$ cat config.mk
export PLATFORM = sky130hd
export DESIGN_NAME = cpu_addressing_mode_unit
export DESIGN_NICKNAME = d
export VERILOG_FILES = /design/src/hdl/camu_pkg.sv /design/src/hdl/camu_ea_calc.sv /design/src/hdl/camu_ptr_state.sv /design/src/hdl/cpu_addressing_mode_unit.sv
export SDC_FILE = /design/constraint.sdc
export NUM_CORES = 1
export LEC_CHECK = 0
export ABC_AREA = 1
export BUFFER_PORTS_ARGS = -buffer_cell sky130_fd_sc_hd__clkbuf_2
export CORE_MARGIN = 5
export CORE_UTILIZATION = 63
export CTS_CLUSTER_SIZE = 14
export DETAILED_ROUTE_END_ITERATION = 12
export PLACE_DENSITY_LB_ADDON = 0.12
export SLEW_MARGIN = 20
export SYNTH_ARGS = -nofsm -noshare
export SYNTH_HDL_FRONTEND = slang
export SYNTH_HIERARCHICAL = 1
export SYNTH_SLANG_ARGS = --single-unit
$ cat constraint.sdc
create_clock -name clk -period 8.4 [get_ports clk]
set_input_delay 0.42 -clock clk [delete_from_list [all_inputs] [get_ports clk]]
set_output_delay 0.42 -clock clk [all_outputs]
set_load 0.01 [all_outputs]
$ cat src/hdl/camu_pkg.sv
`default_nettype none
package camu_pkg;

  // addressing mode codes
  localparam logic [3:0] AM_ABS  = 4'd0;
  localparam logic [3:0] AM_ABSX = 4'd1;
  localparam logic [3:0] AM_ABSY = 4'd2;
  localparam logic [3:0] AM_IMPL = 4'd3;
  localparam logic [3:0] AM_IMM  = 4'd4;
  localparam logic [3:0] AM_IND  = 4'd5;
  localparam logic [3:0] AM_INDX = 4'd6;
  localparam logic [3:0] AM_INDY = 4'd7;
  localparam logic [3:0] AM_REL  = 4'd8;
  localparam logic [3:0] AM_ZP   = 4'd9;
  localparam logic [3:0] AM_ZPX  = 4'd10;
  localparam logic [3:0] AM_ZPY  = 4'd11;

  // result kinds
  localparam logic [1:0] KIND_FINAL      = 2'd0;
  localparam logic [1:0] KIND_FETCH      = 2'd1;
  localparam logic [1:0] KIND_NONE       = 2'd2;
  localparam logic [1:0] KIND_UNEXPECTED = 2'd3;

  // pending indirect codes
  localparam logic [1:0] PEND_NONE = 2'd0;
  localparam logic [1:0] PEND_IND  = 2'd1;
  localparam logic [1:0] PEND_INDX = 2'd2;
  localparam logic [1:0] PEND_INDY = 2'd3;

  // word kinds on the input channel
  localparam logic MODE_INSTR   = 1'b0;
  localparam logic MODE_POINTER = 1'b1;

  localparam logic [1:0] LEN_ONE   = 2'd1;
  localparam logic [1:0] LEN_TWO   = 2'd2;
  localparam logic [1:0] LEN_THREE = 2'd3;

  typedef struct packed {
    logic        mode;
    logic [3:0]  addr_mode;
    logic [15:0] pc;
    logic [7:0]  index_x;
    logic [7:0]  index_y;
    logic [7:0]  accumulator;
    logic [7:0]  operand_low;
    logic [7:0]  operand_high;
    logic [7:0]  pointer_low;
    logic [7:0]  pointer_high;
  } in_item_t;

  typedef struct packed {
    logic [1:0]  kind;
    logic [15:0] address;
    logic [15:0] pointer_low_addr;
    logic [15:0] pointer_high_addr;
    logic [1:0]  op_length;
    logic        read_extra_cycle;
    logic        write_extra_cycle;
    logic [7:0]  temp_value;
  } out_item_t;

  typedef struct packed {
    logic [1:0] pending;
    logic [7:0] saved_y;
    logic [1:0] saved_length;
  } ptr_state_t;

endpackage
`default_nettype wire

$ cat src/hdl/camu_ea_calc.sv
`default_nettype none
module camu_ea_calc
  import camu_pkg::*;
(
  input  wire in_item_t   item,
  input  wire ptr_state_t state,
  output out_item_t       res,
  output ptr_state_t      state_nxt
);

  logic [15:0] word;
  logic [15:0] ptr;
  logic [15:0] ptr_y;
  logic [15:0] idx_sum;
  logic [15:0] pc_next;
  logic [15:0] rel_tgt;
  logic [7:0]  lo_x;
  logic [7:0]  lo_x1;
  logic [7:0]  lo_1;
  logic [7:0]  lo_y;

  assign word    = {item.operand_high, item.operand_low};
  assign ptr     = {item.pointer_high, item.pointer_low};
  assign ptr_y   = ptr + {8'd0, state.saved_y};
  assign idx_sum = word + {8'd0, (item.addr_mode == AM_ABSX) ? item.index_x : item.index_y};
  assign pc_next = item.pc + 16'd2;
  assign rel_tgt = pc_next + {{8{item.operand_low[7]}}, item.operand_low};
  assign lo_x    = item.operand_low + item.index_x;
  assign lo_x1   = lo_x + 8'd1;
  assign lo_1    = item.operand_low + 8'd1;
  assign lo_y    = item.operand_low + item.index_y;

  always_comb begin
    res       = '0;
    res.kind  = KIND_FINAL;
    state_nxt = state;
    state_nxt.pending = PEND_NONE;
    if (item.mode == MODE_POINTER) begin
      if (state.pending == PEND_NONE) begin
        res.kind = KIND_UNEXPECTED;
      end else begin
        res.op_length = state.saved_length;
        if (state.pending == PEND_INDY) begin
          res.address           = ptr_y;
          res.read_extra_cycle  = (ptr_y[15:8] != ptr[15:8]);
          res.write_extra_cycle = 1'b1;
        end else begin
          res.address = ptr;
        end
      end
    end else begin
      unique case (item.addr_mode)
        AM_ABS: begin
          res.address   = word;
          res.op_length = LEN_THREE;
        end
        AM_ABSX, AM_ABSY: begin
          res.address           = idx_sum;
          res.read_extra_cycle  = (idx_sum[15:8] != word[15:8]);
          res.write_extra_cycle = 1'b1;
          res.op_length         = LEN_THREE;
        end
        AM_IMM: begin
          res.address   = item.pc + 16'd1;
          res.op_length = LEN_TWO;
        end
        AM_IND: begin
          res.kind              = KIND_FETCH;
          res.op_length         = LEN_THREE;
          res.pointer_low_addr  = word;
          res.pointer_high_addr = word + 16'd1;
          state_nxt.pending      = PEND_IND;
          state_nxt.saved_length = LEN_THREE;
        end
        AM_INDX: begin
          res.kind              = KIND_FETCH;
          res.op_length         = LEN_TWO;
          res.pointer_low_addr  = {8'd0, lo_x};
          res.pointer_high_addr = {8'd0, lo_x1};
          state_nxt.pending      = PEND_INDX;
          state_nxt.saved_length = LEN_TWO;
        end
        AM_INDY: begin
          res.kind              = KIND_FETCH;
          res.op_length         = LEN_TWO;
          res.pointer_low_addr  = {8'd0, item.operand_low};
          res.pointer_high_addr = {8'd0, lo_1};
          state_nxt.pending      = PEND_INDY;
          state_nxt.saved_length = LEN_TWO;
          state_nxt.saved_y      = item.index_y;
        end
        AM_REL: begin
          res.address          = rel_tgt;
          res.read_extra_cycle = (rel_tgt[15:8] != pc_next[15:8]);
          res.op_length        = LEN_TWO;
        end
        AM_ZP: begin
          res.address   = {8'd0, item.operand_low};
          res.op_length = LEN_TWO;
        end
        AM_ZPX: begin
          res.address   = {8'd0, lo_x};
          res.op_length = LEN_TWO;
        end
        AM_ZPY: begin
          res.address   = {8'd0, lo_y};
          res.op_length = LEN_TWO;
        end
        default: begin
          // implied, and the unused codes
          res.kind       = KIND_NONE;
          res.op_length  = LEN_ONE;
          res.temp_value = item.accumulator;
        end
      endcase
    end
  end

endmodule
`default_nettype wire

$ cat src/hdl/camu_ptr_state.sv
`default_nettype none
module camu_ptr_state
  import camu_pkg::*;
(
  input  wire             clk,
  input  wire             rst_n,
  input  wire             adv,
  input  wire ptr_state_t state_nxt,
  output ptr_state_t      state
);

  ptr_state_t state_r;

  // update only when a word leaves the input register
  always_ff @(posedge clk) begin
    if (!rst_n) begin
      state_r <= '0;
    end else if (adv) begin
      state_r <= state_nxt;
    end
  end

  assign state = state_r;

endmodule
`default_nettype wire

$ cat src/hdl/cpu_addressing_mode_unit.sv
`default_nettype none
// Channel   Ports                          Word
// input     in_valid in_ready in_data      in_item_t
// result    out_valid out_ready out_data   out_item_t
//
// One result word per input word; out_valid rises when the word moves from the input
// register through the address logic into the result register once that register frees.
// Sustained rate is one word per cycle while out_ready is high.
// Reset clears both valid flags and the pending pointer state.
// A stalled result holds in its register; the input register keeps taking
// a word whenever the result register frees or is taken in the same cycle.
module cpu_addressing_mode_unit
  import camu_pkg::*;
(
  input  wire          clk,
  input  wire          rst_n,
  input  wire          in_valid,
  output logic         in_ready,
  input  wire in_item_t in_data,
  output logic         out_valid,
  input  wire          out_ready,
  output out_item_t    out_data
);

  in_item_t   in_r;
  logic       in_valid_r;
  out_item_t  out_r;
  logic       out_valid_r;
  logic       adv;
  out_item_t  res;
  ptr_state_t state;
  ptr_state_t state_nxt;

  assign adv      = in_valid_r && (!out_valid_r || out_ready);
  assign in_ready = !in_valid_r || adv;

  always_ff @(posedge clk) begin
    if (!rst_n) begin
      in_valid_r <= 1'b0;
    end else if (in_ready) begin
      in_valid_r <= in_valid;
    end
  end

  always_ff @(posedge clk) begin
    if (in_valid && in_ready) begin
      in_r <= in_data;
    end
  end

  camu_ea_calc u_calc (
    .item      (in_r),
    .state     (state),
    .res       (res),
    .state_nxt (state_nxt)
  );

  camu_ptr_state u_state (
    .clk       (clk),
    .rst_n     (rst_n),
    .adv       (adv),
    .state_nxt (state_nxt),
    .state     (state)
  );

  always_ff @(posedge clk) begin
    if (!rst_n) begin
      out_valid_r <= 1'b0;
    end else if (adv) begin
      out_valid_r <= 1'b1;
    end else if (out_ready) begin
      out_valid_r <= 1'b0;
    end
  end

  always_ff @(posedge clk) begin
    if (adv) begin
      out_r <= res;
    end
  end

  assign out_valid = out_valid_r;
  assign out_data  = out_r;

  a_fetch_no_flags : assert property (@(posedge clk) disable iff (!rst_n)
    (out_valid_r && out_r.kind == KIND_FETCH) |->
      (!out_r.read_extra_cycle && !out_r.write_extra_cycle && out_r.address == 16'd0))
    else $error("fetch request carries flags or address");

  a_unexp_zero : assert property (@(posedge clk) disable iff (!rst_n)
    (out_valid_r && out_r.kind == KIND_UNEXPECTED) |->
      (out_r.address == 16'd0 && out_r.op_length == 2'd0 && out_r.temp_value == 8'd0))
    else $error("unexpected pointer word has nonzero fields");

  a_fetch_sets_pending : assert property (@(posedge clk) disable iff (!rst_n)
    (adv && res.kind == KIND_FETCH) |=> (state.pending != PEND_NONE))
    else $error("fetch request did not leave a pending pointer");

  a_done_clears_pending : assert property (@(posedge clk) disable iff (!rst_n)
    (adv && res.kind != KIND_FETCH) |=> (state.pending == PEND_NONE))
    else $error("pending pointer not cleared");

endmodule
`default_nettype wire
## Word-level counts from Yosys, hierarchy flattened

Cells that the tools add are included.

- Add/sub/neg operators: 10
- Multiply operators: 0
- Divide/modulo/power cells: 0
- Magnitude comparators: 0
- Eq/ne operators: 14
- Shift operators: 0
- Multiplexer cells: 20
- Bitwise operators: 1
- Reduce and logical (&&, ||, !) cells: 19

Operator list:

| operator | number |
|---|---|
| 16-bit one-hot mux with 7 select lines | 1 |
| 32-bit one-hot mux with 3 select lines | 1 |
| 16-bit by 1-bit adder with 16-bit output, second input constant | 2 |
| 16-bit by 8-bit adder with 16-bit output | 2 |
| 16-bit 2-to-1 mux | 2 |
| 8-bit inequality test | 3 |
| 18-bit 2-to-1 mux | 1 |
| 16-bit adder | 1 |
| 16-bit by 2-bit adder with 16-bit output, second input constant | 1 |
| 8-bit by 1-bit adder with 8-bit output, second input constant | 2 |
| 8-bit adder | 2 |
| 4-bit by 3-bit equality test with 1-bit output, second input constant | 4 |
| 4-bit equality test, second input constant | 4 |
| 8-bit 2-to-1 mux | 2 |
| 12-bit 2-to-1 mux | 1 |
| 2-bit one-hot mux with 2 select lines | 3 |
| 12-bit OR reduction | 1 |
| 4-bit 2-to-1 mux | 2 |
| 8-bit OR reduction | 1 |
| 7-bit OR reduction | 1 |
| 2-bit one-hot mux with 3 select lines | 1 |
| 3-bit AND reduction | 2 |
| 4-bit by 1-bit equality test with 1-bit output, second input constant | 1 |
| 4-bit by 2-bit equality test with 1-bit output, second input constant | 1 |
| other kinds (14) | 22 |

- Flip-flop bits (word level): 153
- Bits in latches: 0
- Bits in writable memories: 0
- Bits in read-only memories: 0
- Input port bits: 81
- Word-level logic and storage cells: 87
- Memories: 0

## Logic depth before layout (Yosys ltp)

- Word-level depth: 6
- Mapped depth: 24
- Depth with buffers taken out: 24

## Modules after synthesis

Netlist, hierarchy kept.

By module, submodules not included:

| module | instances | cells an instance | area an instance (µm²) | sequential area each (µm²) |
|---|---|---|---|---|
| camu_ea_calc | 1 | 1018 | 5297.6 | 0.0 |
| cpu_addressing_mode_unit | 1 | 152 | 4269.1 | 4214.0 |
| camu_ptr_state | 1 | 75 | 493.0 | 240.2 |

## Worst setup path before layout

No wires, ideal clock.

- Path type: input port to flip-flop
- Start: in out_ready
- End: reg u_state.state_r, in the netlist u_state/state[0]
- Setup time: 113 ps
- Arrival: 4258 ps
- Data required time: 8287 ps
- Slack: 4029 ps
- Stages: 6
- Cells stage by stage: inv_1 -> a21oi_1 -> buf_6 -> nand2_1 -> nand2_1 -> nor2_1

- Cells in the longest elaborated chain, start to end: 3

RTL lines:

| element | line | source |
|---|---|---|
| start, declared | cpu_addressing_mode_unit.sv:21 | `input wire out_ready,` |
| 1-bit logical OR | cpu_addressing_mode_unit.sv:34 | `assign adv = in_valid_r && (!out_valid_r \|\| out_ready);` |
| 1-bit logical AND | cpu_addressing_mode_unit.sv:34 |  |
| net adv | cpu_addressing_mode_unit.sv:29 | `logic adv;` |
| 3-bit AND reduction (no source line) | n/a |  |
| end signal, assigned | camu_ptr_state.sv:19 | `state_r <= state_nxt;` |
| end, declared | camu_ptr_state.sv:12 | `ptr_state_t state_r;` |

The timed path passes the listed nets, and every way through them passes these cells.
A chain may end at the register's enable or synchronous reset.

==> tab_implementation.tex <==
\begin{tabular}{lr}
\hline
Metric & Value \\
\hline
\multicolumn{2}{l}{\textbf{CTS}} \\
TritonCTS clock tree & built \\
Cell at the root of the clock tree & clkbuf\_16 \\
\# resized after CTS & 0 \\
Post-CTS setup repair buffer count & 0 \\
Deepest clock path buffer count & 2 \\
CTS Hold Bufs & 0 \\
Number of sinks driven by the clock tree & approximately 150 \\
Clock transition at the registers of the reported paths & approximately 0.070 ns \\
Number of levels the H-tree was split into & 4 \\
Clk\_lat worst skew & roughly 0.44 ns \\
Cts bufs inserted & 17 \\
\multicolumn{2}{l}{\textbf{Critical path}} \\
Cell depth of the worst flop-to-flop path & 12 \\
Critical path's slowest cell & edfxtp\_1 \\
Worst-case register-to-register setup slack & approximately 4.8 ns \\
Crit Path Category & flop to flop \\
Critical path peak fanout & 9 \\
Category of the worst setup path launch point & flop \\
Endpoint type of the worst setup path & flop \\
Required arrival time at the worst endpoint & 8.56 ns \\
Start of the worst register-to-register path & in\_r[72] \\
Cells along the critical path & nand2\_1, inv\_1, nand2\_1, mux2\_2, ha\_1, fa\_1, a21oi\_1, o21ai\_0, o21ai\_0, o211ai\_1, o21ai\_0, o21ai\_0 \\
Number of gates on the worst path with buffers counted & 12 \\
Buffers \& Inverters on Critical Path & 1 \\
Capture point of the worst reg-to-reg path & out\_data[48] \\
Top Family by Delay on Critical Path & compound AO/OA/AOI/OAI gates \\
Largest stage delay on the critical path & approximately 0.45 ns \\
Arrival time of data at the critical path endpoint & $\sim$3.8 ns \\
Most used cell, CP & o21ai\_0 \\
\multicolumn{2}{l}{\textbf{Placement}} \\
Dpl hpwl & 21470 um \\
Placed instance area & 0.01101 sq mm \\
Global placement routability congestion & $\sim$1.0 \\
Count of input and output buffers & 144 \\
\multicolumn{2}{l}{\textbf{Power and ir drop}} \\
Largest vdd supply drop & around 0.15 mV \\
Cell leakage power & $\sim$5.4 nW \\
Proportion of power drawn by the clock network & 37.6\% \\
Relative contribution of combinational cells to total power & a little under a fifth \\
Seq pwr share & a little over two fifths \\
Share of total power consumed by net switching & 30.28\% \\
Internal power consumption & approximately 1.5 mW \\
PD cells & 181.2 mW/mm\^{}2 \\
Net Sw Power & between 0.6 and 0.7 mW \\
\multicolumn{2}{l}{\textbf{Finish}} \\
Share of final-layout standard cells stronger than drive strength 1 & 16.45\% \\
Number of antenna repair diodes & 0 \\
Number of filler cells placed in the layout & 1258 \\
Most frequent cells in the layout & nand2\_1 (318), inv\_1 (181), clkbuf\_2 (144), edfxtp\_1 (139), nor2\_1 (124) \\
Area growth from synthesis to final layout & 15.44\% \\
Layout Nets & around 1500 \\
Most common cell after layout, fill and taps aside & nand2\_1 \\
Register area & 0.004454 sq mm \\
Area of the multi-input gates & between 0.004 and 0.005 sq mm \\
Post-Layout Inst Area & about 0.012 sq mm \\
\multicolumn{2}{l}{\textbf{Routing}} \\
Total via count in the routed design & about 9100 \\
Via count normalized by instance count & around 5.6 \\
DRC violation count after routing & 0 \\
Post-detailed-route count of antenna-violating nets & 0 \\
Number of violations reported at the end of detailed-routing iteration 0 & between 1000 and 1500 \\
Routed wire length & roughly 28000 um \\
1st-pass router iterations & 6 \\
WL per Instance & about 18 um \\
\multicolumn{2}{l}{\textbf{Synthesis}} \\
Average cell area after synthesis & 8.080 sq um \\
Sequential area share after synthesis & around 44\% \\
Post-Syn Area & between 0.01 and 0.015 sq mm \\
Synth async-reset ratio & 0\% \\
Mapped Nets & 1382 \\
Number of enable-type register cells in the synthesized netlist & between 100 and 150 \\
Number of distinct library cell variants in the gate-level netlist after synthesis & 50 \\
Dominant register cell in the synthesized netlist & edfxtp\_1 \\
Number of warnings reported in the yosys synthesis log & 6 \\
Gate count after technology mapping & $\sim$1200 \\
Post-synthesis sequential element count & $\sim$150 \\
\multicolumn{2}{l}{\textbf{Job}} \\
Count of maximum capacitance violations & 0 \\
\multicolumn{2}{l}{\textbf{GRT}} \\
GRT Total Usage & between 30\% and 40\% \\
Number of global-route vias before repair & approximately 8500 \\
Pin count of the biggest net entering global routing & 87 \\
Initial antenna violation count & 0 \\
Global-route wire length before repair & roughly 43000 um \\
Total overflow reported by the global router & 0 \\
\multicolumn{2}{l}{\textbf{STA}} \\
Final cycle utilization of the critical path & 43.08\% \\
Total negative slack for setup checks & 0 ns \\
Relative max-transition margin & 29.60\% \\
Transition time of the tightest slew-check pin & 1.056 ns \\
Final-report hold violation count & 0 \\
Min Clock Period, post-route & about 3.6 ns \\
Total of endpoints with negative setup slack in the final report & 0 \\
Fin Clk Skew & 0.01139 ns \\
Worst hold margin & 0.1551 ns \\
Setup repair after global routing missed its margin & no \\
Maximum clock frequency & about 0.28 GHz \\
Final number of max-transition violations & 0 \\
\multicolumn{2}{l}{\textbf{Floorplan}} \\
IO Pins & 145 \\
Number of cell rows & 46 \\
Die X & approximately 140 um \\
Die Height & approximately 140 um \\
Initial Util & a little under two thirds \\
Core ar. & between 0.015 and 0.02 sq mm \\
Die Area & roughly 0.019 sq mm \\
\multicolumn{2}{l}{\textbf{Hold path}} \\
Count of cells along the worst hold path & 1 \\
HP Class & input port to flop \\
Destination of the worst hold path & in\_r[26] \\
Hold path startpoint & in\_data[26] \\
\multicolumn{2}{l}{\textbf{Run status}} \\
Status & finished, final reports clean \\
\hline
\end{tabular}
flip-flops by register name, indices dropped and copies added (netlist names):
register / flops
out_data: 62
u_state/state: 12
in_r: 77
in_valid_r: 1
out_valid: 1
Yosys cell counts (5+ instances only):
cell type,number,area [sq um]
xnor2_1,12,105.1
mux2_2,14,157.7
inv_1,182,683.2
nand4_1,14,87.58
nand3b_1,10,75.07
ha_1,51,638.1
edfxtp_1,139,4174
dfxtp_1,14,280.3
nor2_1,124,465.5
o21bai_1,5,37.54
nand2_1,318,1194
inv_2,5,18.77
o211ai_1,8,60.06
a21oi_1,66,330.3
clkbuf_1,8,30.03
nor2_2,7,43.79
fa_1,5,100.1
xor2_1,16,140.1
nor3_1,17,85.08
or2_2,5,31.28
nand3_1,93,465.5
o21ai_0,66,330.3
o22ai_1,8,50.05
cells by family after synthesis:
kind of cell	share of synthesized area, %
flops	44.28
xor+xnor	2.438
buf+inv	7.761
compound gates	10.41
mux	1.567
fa+ha+maj	7.338
simple gates	26.21
cell type report:
cell class,instances,share of cell area (%)
clock buffer,17,3.663
clock inverter,15,1.552
inverter,187,6.055
multi-input combinational,891,41.64
sequential,153,38.36
tap,216,2.327
timing repair buffer,147,6.400
power groups by stage:
| stage | clock network (mW) | logic (mW) | registers, mW |
|---|---|---|---|
| 2_1_floorplan | 0 | 0.269 | 0.925 |
| 3_5_place_dp | 0 | 0.385 | 0.931 |
| 3_3_place_gp | 0 | 0.379 | 0.930 |
| 5_1_grt | 0.840 | 0.443 | 0.919 |
| 6_report | 0.791 | 0.397 | 0.915 |
| 4_1_cts | 0.801 | 0.390 | 0.915 |
metal layers:
metal | global-route usage, % | part of all wire (%) | vias to the layer above
met5 | 0 | 0 | -
li1 | - | - | 4481
met2 | 50.11 | 47 | 476
met4 | 15.29 | 4.4 | 0
met3 | 5.811 | 8.0 | 80
met1 | 39.28 | 40 | 4103
how the worst max path moves through the flow:
stage          startpoint                to
3_5_place_dp     in_r[72]      out_data[48]
4_1_cts          in_r[72]      out_data[48]
5_1_grt          in_r[72]      out_data[48]
2_1_floorplan   out_ready  u_state/state[0]
6_report         in_r[72]      out_data[48]
3_3_place_gp     in_r[72]      out_data[48]
per-stage QoR:
| step | utilization, % | setup slack, ns | instances | power [mW] |
|---|---|---|---|---|
| after floorplan | - | 4.029 | 1245 | 1.195 |
| after global placement | 69.80 | 4.871 | 1594 | 1.310 |
| after detailed placement | 69.80 | 4.875 | 1594 | 1.316 |
| after CTS | 73.64 | 4.846 | 1626 | 2.105 |
| after global routing | 73.64 | 4.639 | 1626 | 2.201 |
| final | 73.64 | 4.781 | 1626 | 2.104 |
(Power assumes the default switching activity.)
